### config.mk
export PLATFORM = sky130hd
export DESIGN_NAME = vtdi_front_flat
export DESIGN_NICKNAME = d
export VERILOG_FILES = /design/src/rtl/vtdi_pkg.sv /design/src/rtl/vtdi_ifs.sv /design/src/rtl/vtdi_front.sv /design/src/flat_wrapper.sv
export SDC_FILE = /design/constraint.sdc
export NUM_CORES = 1
export LEC_CHECK = 0
export BUFFER_PORTS_ARGS = -buffer_cell sky130_fd_sc_hd__buf_2
export CAP_MARGIN = 10
export CORE_MARGIN = 3
export CORE_UTILIZATION = 40
export CTS_BUF_LIST = sky130_fd_sc_hd__clkbuf_8
export CTS_CLUSTER_DIAMETER = 100
export DETAILED_ROUTE_END_ITERATION = 6
export GPL_ROUTABILITY_DRIVEN = 0
export PLACE_DENSITY = 0.72
export RECOVER_POWER = 25
export SETUP_SLACK_MARGIN = 0.4
export SLEW_MARGIN = 20
export SYNTH_ARGS = -nofsm -noshare
export SYNTH_HDL_FRONTEND = slang
export SYNTH_SLANG_ARGS = --single-unit
### constraint.sdc
create_clock -name clk -period 2.9 [get_ports clk]
set_input_delay 0 -clock clk [delete_from_list [all_inputs] [get_ports clk]]
set_output_delay 0 -clock clk [all_outputs]
set_load 0.1 [all_outputs]
### src/rtl/vtdi_pkg.sv
// ----------------------------------------------------------------------------
// vtdi_pkg: shared types and constants of the vertex tuple dedup indexer
// Table sizing, field widths and the item types passed between the front
// queue and the search engine.
// ----------------------------------------------------------------------------
`default_nettype none

package vtdi_pkg;

  // table sizing
  localparam int MAX_VERTICES = 1024;
  localparam int INDEX_BITS   = 16;
  localparam int ADDR_BITS    = $clog2(MAX_VERTICES);
  localparam int COUNT_BITS   = $clog2(MAX_VERTICES + 1);

  // port field widths
  localparam int FIELD_BITS   = 16;
  localparam int VINDEX_BITS  = 10;
  localparam int COMP_BITS    = 2;

  // component count codes
  localparam logic [COMP_BITS-1:0] COMP_POS_ONLY = 2'd1;
  localparam logic [COMP_BITS-1:0] COMP_POS_TEX  = 2'd2;
  localparam logic [COMP_BITS-1:0] COMP_ALL      = 2'd3;

  // stored tuple, position in the low bits
  typedef struct packed {
    logic [INDEX_BITS-1:0] normal;
    logic [INDEX_BITS-1:0] texcoord;
    logic [INDEX_BITS-1:0] position;
  } tuple_t;

  localparam int TUPLE_BITS = $bits(tuple_t);

  // one queued corner
  typedef struct packed {
    logic   start_of_mesh;
    tuple_t tuple;
  } queue_entry_t;

  // queue head status toward the back end
  typedef struct packed {
    logic         valid;
    queue_entry_t entry;
  } queue_head_t;

  // back end handshake toward the queue
  typedef struct packed {
    logic pop;
  } queue_ctrl_t;

endpackage

`default_nettype wire

### src/rtl/vtdi_ifs.sv
// ----------------------------------------------------------------------------
// vtdi channel interfaces
// Valid/ready channels for corners, results and the configuration write.
// ----------------------------------------------------------------------------
`default_nettype none

interface vtdi_corner_if;
  logic                             valid;
  logic                             ready;
  logic                             start_of_mesh;
  logic [vtdi_pkg::FIELD_BITS-1:0]  position_index;
  logic [vtdi_pkg::FIELD_BITS-1:0]  texcoord_index;
  logic [vtdi_pkg::FIELD_BITS-1:0]  normal_index;

  modport source (output valid, output start_of_mesh, output position_index,
                  output texcoord_index, output normal_index, input ready);
  modport sink   (input valid, input start_of_mesh, input position_index,
                  input texcoord_index, input normal_index, output ready);
endinterface


`default_nettype wire

### src/rtl/vtdi_front.sv
// ----------------------------------------------------------------------------
// vtdi_front: corner intake and two-entry queue
// Accepts corners, casts each component to the table width and holds them
// until the search engine takes them.
// ----------------------------------------------------------------------------
`default_nettype none

module vtdi_front (
  input  wire logic                  clk,
  input  wire logic                  rst,
  vtdi_corner_if.sink                corner,
  output vtdi_pkg::queue_head_t      head,
  input  vtdi_pkg::queue_ctrl_t      ctrl
);

  vtdi_pkg::queue_entry_t slot [2];
  logic       wr_ptr;
  logic       rd_ptr;
  logic [1:0] fill;
  logic       push;
  logic       pop;
  vtdi_pkg::queue_entry_t in_entry;

  // build the queued item from the port fields
  always_comb begin
    in_entry.start_of_mesh  = corner.start_of_mesh;
    in_entry.tuple.position = vtdi_pkg::INDEX_BITS'(corner.position_index);
    in_entry.tuple.texcoord = vtdi_pkg::INDEX_BITS'(corner.texcoord_index);
    in_entry.tuple.normal   = vtdi_pkg::INDEX_BITS'(corner.normal_index);
  end

  assign corner.ready = (fill != 2'd2);
  assign push         = corner.valid && corner.ready;
  assign pop          = ctrl.pop && (fill != 2'd0);

  assign head.valid = (fill != 2'd0);
  assign head.entry = slot[rd_ptr];

  // queue storage, no reset needed
  always_ff @(posedge clk) begin
    if (push) begin
      slot[wr_ptr] <= in_entry;
    end
  end

  // pointers and fill level
  always_ff @(posedge clk) begin
    if (rst) begin
      wr_ptr <= 1'b0;
      rd_ptr <= 1'b0;
      fill   <= 2'd0;
    end else begin
      if (push) wr_ptr <= ~wr_ptr;
      if (pop)  rd_ptr <= ~rd_ptr;
      case ({push, pop})
        2'b10:   fill <= fill + 2'd1;
        2'b01:   fill <= fill - 2'd1;
        default: fill <= fill;
      endcase
    end
  end

endmodule

`default_nettype wire

### src/flat_wrapper.sv
// flat-port wrapper written by rule: the top's interface ports become plain ports
module vtdi_front_flat 
  (clk, rst, head, ctrl, corner_valid, corner_start_of_mesh, corner_position_index, corner_texcoord_index, corner_normal_index, corner_ready);
  vtdi_corner_if corner_i ();
  input  wire logic clk;
  input  wire logic rst;
  output vtdi_pkg::queue_head_t head;
  input  vtdi_pkg::queue_ctrl_t ctrl;
  input wire logic [$bits(corner_i.valid)-1:0] corner_valid;
  input wire logic [$bits(corner_i.start_of_mesh)-1:0] corner_start_of_mesh;
  input wire logic [$bits(corner_i.position_index)-1:0] corner_position_index;
  input wire logic [$bits(corner_i.texcoord_index)-1:0] corner_texcoord_index;
  input wire logic [$bits(corner_i.normal_index)-1:0] corner_normal_index;
  output wire logic [$bits(corner_i.ready)-1:0] corner_ready;
  assign corner_i.valid = corner_valid;
  assign corner_i.start_of_mesh = corner_start_of_mesh;
  assign corner_i.position_index = corner_position_index;
  assign corner_i.texcoord_index = corner_texcoord_index;
  assign corner_i.normal_index = corner_normal_index;
  assign corner_ready = corner_i.ready;
  vtdi_front u_core (.clk(clk), .rst(rst), .corner(corner_i), .head(head), .ctrl(ctrl));
endmodule
== Yosys cells after proc, flatten, opt, wreduce, memory -nomap -nowiden ==
Memories as Yosys holds them, arrays and structs flattened. A register that Yosys moved wholly into a read port is not among the register bits.
Cells that the tools add are included.
Storage, ports and cells
  flip-flop bits (word level): 4
  memory bits (writable): 98
  input port bits: 53
  output and inout port bits: 51
  logic and storage cells: 20
  memories kept: 1
Operators by class
  add/subtract/negate cells: 2
  equal/unequal tests: 3
  muxes and demuxes: 5
  bitwise logic cells: 2
  reductions and logical operators: 4
Memories
  u_core.slot: words 2, width 49, rd ports 1, clocked after memory_dff 1, wr ports 1, line vtdi_front.sv:16  | vtdi_pkg::queue_entry_t slot [2];
Operators with widths (count)
  $mux 1: 4
  $pmux 2 s2: 1
  $reduce_bool 2->1: 2
  $add 2x1->2 const B: 1
  $eq 2x1->1 const B: 1
  $eq 2x2->1 const B: 1
  $logic_and 1x1->1: 2
  $ne 2x2->1 const B: 1
  $not 1->1: 2
  $sub 2x1->2 const B: 1

== Depth between registers and ports, before layout ==
  depth after elaboration: 4
  gate-level depth with buffers: 6
  mapped depth without buffers: 6

== Worst setup path after synthesis ==
OpenSTA, ideal clock, no wires.
  path type: flip-flop to flip-flop
  start point: reg u_core.fill[0]
  end point: mem u_core.slot[1][0] (netlist name) (enable)
  library setup time: 0.412 ns
  data arrival time: 2.595 ns
  required time: 2.488 ns
  setup slack: -0.107 ns
  cell stages (with the launch flop): 3
  buffers on the path: 0
  cell sequence: dfxtp_1 -> nand2b_1 -> and3_1
Between the ends
  cells in the longest elaborated chain, start to end: 4
RTL lines
  from (decl): line vtdi_front.sv:19  | logic [1:0] fill;
  from (signal assigned): line vtdi_front.sv:56  | 2'b10: fill <= fill + 2'd1;
  from (signal assigned): line vtdi_front.sv:57  | 2'b01: fill <= fill - 2'd1;
  from (signal assigned): line vtdi_front.sv:58  | default: fill <= fill;
  $ne 2x2->1: line vtdi_front.sv:32  | assign corner.ready = (fill != 2'd2);
  via corner_ready: line flat_wrapper.sv:14  | output wire logic [$bits(corner_i.ready)-1:0] corner_ready;
  $logic_and 1x1->1: line vtdi_front.sv:33  | assign push = corner.valid && corner.ready;
  $mux 1: line vtdi_front.sv:41  | if (push) begin
  $mux 1 (not written as such): line vtdi_front.sv:42  | slot[wr_ptr] <= in_entry;
  to (decl): line vtdi_front.sv:16
The timed path passes the listed nets, and every way through them passes these cells.

==> qor.yml <==
status: "completed"
required_ns: 2.90
synth.area.top_cells: "edfxtp_1 79%, mux2_2 15%, dfxtp_1 2.7%, buf_2 0.53%, xnor2_1 0.47%"
synthXorXnorAreaFrac_pct: 0.7016
synthMuxAreaShare_pct: 14.73
regArea_um2: 3044
synth_cell_types: 20
layout.nets: 394
synthAdderAreaFrac_pct: 0.3341
hold_buffers: 51
root_buffer: "clkbuf_8"
rsz0062_at_grt: "false"
grt_pass1_wl_um: 10710
synth-simple-area-share_pct: 1.270
cts-resized-gates: 0
viasPerCell: 4.682
dp_hpwl_um: 4334
drtAntennaViolNets: 0
synth_top_family_by_area: "multiplexers"
wl_per_cell_um: 14.94
core_um2: 8891
setup_viol: 0
syn_inst: 176
syn-cell-area_um2: 3745
grt-ovfl-total: 0
maxCapViolCount: 0
synth-seq-area-share_pct: 81.26
antenna_found_initial: 0
start_kind: "flop"
synthTopCellsByCount: "98 x edfxtp_1, 49 x mux2_2, 5 x dfxtp_1"
fin_crit_ns: 2.032
hold_viol: 0
clockBufferDepth: 2
clk_latency_ns: 0.36
dieArea_um2: 10560
diodes: 0
synthArstFlopShare_pct: 0
yosysMostFrequentCell: "edfxtp_1"
tns_ns: 0
pin_count: 104
synth_top_area_share_pct: 78.58
endpoint_kind: "primary output"
fmax_ghz: 0.4922
worstMarginPinSlew_ns: 0.6549
final_layout_size_suffix_gt1_share_pct: 44.06
arrival_ns: 2.03
relSlewSlack_pct: 56.34
die_h_um: 102.8
synthToLayoutAreaGrowth_pct: 36.99
yosysTopAreaCell: "edfxtp_1"
grt_pass1_vias: 2278
firstDrtPassIters: 4
initial_core_util_pct: 42.12
final.fill_count: 694
post-cts-setup-buffers: 0
fin_cells: 453
cp_max_fo: 25
drt_iter0_drc: 66
clkTransAtPathRegs_ns: 0.08
drc: 0
hold_path_class: "in2reg"
yosys_warnings: 0
postSynthAreaPerCell_um2: 21.28
io_buffers: 103
drt-total-wl_um: 6769
numClockSinks: 103
grt_max_degree: 33
drv_slew: 0
period_share_pct: 70.06
dp_cells: 386
path_class: "reg2out"
cts_tree: "built"
synth_compound_area_share_pct: 0.8687
multi_input_area_um2: 674.4
synth_flop_cell: "edfxtp_1"
vias: 2121
ys_ff_latch: 103
numCtsBuffers: 9
syn_nets: 230
fin_skew_ns: 0.01381
track_usage_pct: 13.68
rows: 34
ctsHtreeMaxLevel: 3
die_w_um: 102.8
synth-edff-count: 98
rrSetupSlack_ns: 0.99
worst max-delay path, cell delays in order, from the launching register on:
cell and delay, ns:
dfxtp_2 0.74, buf_12 0.27, mux2_2 0.37, buf_2 0.30
registers in the layout, summed over array words and instances (netlist names), named ones only:
register,flops
u_core.fill,2
u_core.slot,98
u_core.wr_ptr,1
u_core.rd_ptr,1
layer usage:
metal,wire [um],track usage (%)
met2,3439,23.49
met4,121,6.574
met3,423,4.330
met1,2784,15.51
met5,0,0
path summary, 6_finish.rpt:
path,from,to,depth (start not counted)
setup / recovery,flop,head[42],3
setup reg to reg,u_core.fill[0],u_core.slot[1][19],3
hold / removal,ctrl,u_core.rd_ptr,4
hold reg to reg,u_core.rd_ptr,u_core.rd_ptr,2
area by class of cell:
type,count,area share (%)
multi-input cells,67,13.15
flip-flops and latches,103,59.34
repair buffers,158,20.51
inverters,1,0.1463
clock inverters,6,1.537
well taps,108,2.634
clock buffers,10,2.683
cell usage in the layout (no fill, tap or decap), types with 3 or more instances in the layout:
cell and count:
buf_2 78, clkbuf_1 23, clkbuf_8 10, dfxtp_1 4, dlygate4sd3_1 51, edfxtp_1 98
inv_1 3, mux2_2 49, nor2_1 3
stage by stage:
stage	utilization, %	hold slack, ns	worst slack (ns)	instance area [um2]
after floorplan	-	0.06907	0.6718	3752
after global placement	49.85	0.1885	0.9949	4432
after detailed placement	49.85	0.1908	0.9532	4432
after CTS	58.02	0.07314	0.8114	5159
after global routing	57.70	0.1239	0.7472	5130
final	57.70	0.1023	0.8682	5130
cell families after synthesis:
group	after synthesis
DFF	103
and+or+nand+nor	9
buffers and inverters	6
xor gates and xnor gates	3
AOI/OAI and AO/OA	5
adders and majority gates	1
muxes	49
Power is not shown: default switching activity piles up to over one toggle a cycle in this logic, so the estimate is an artifact.
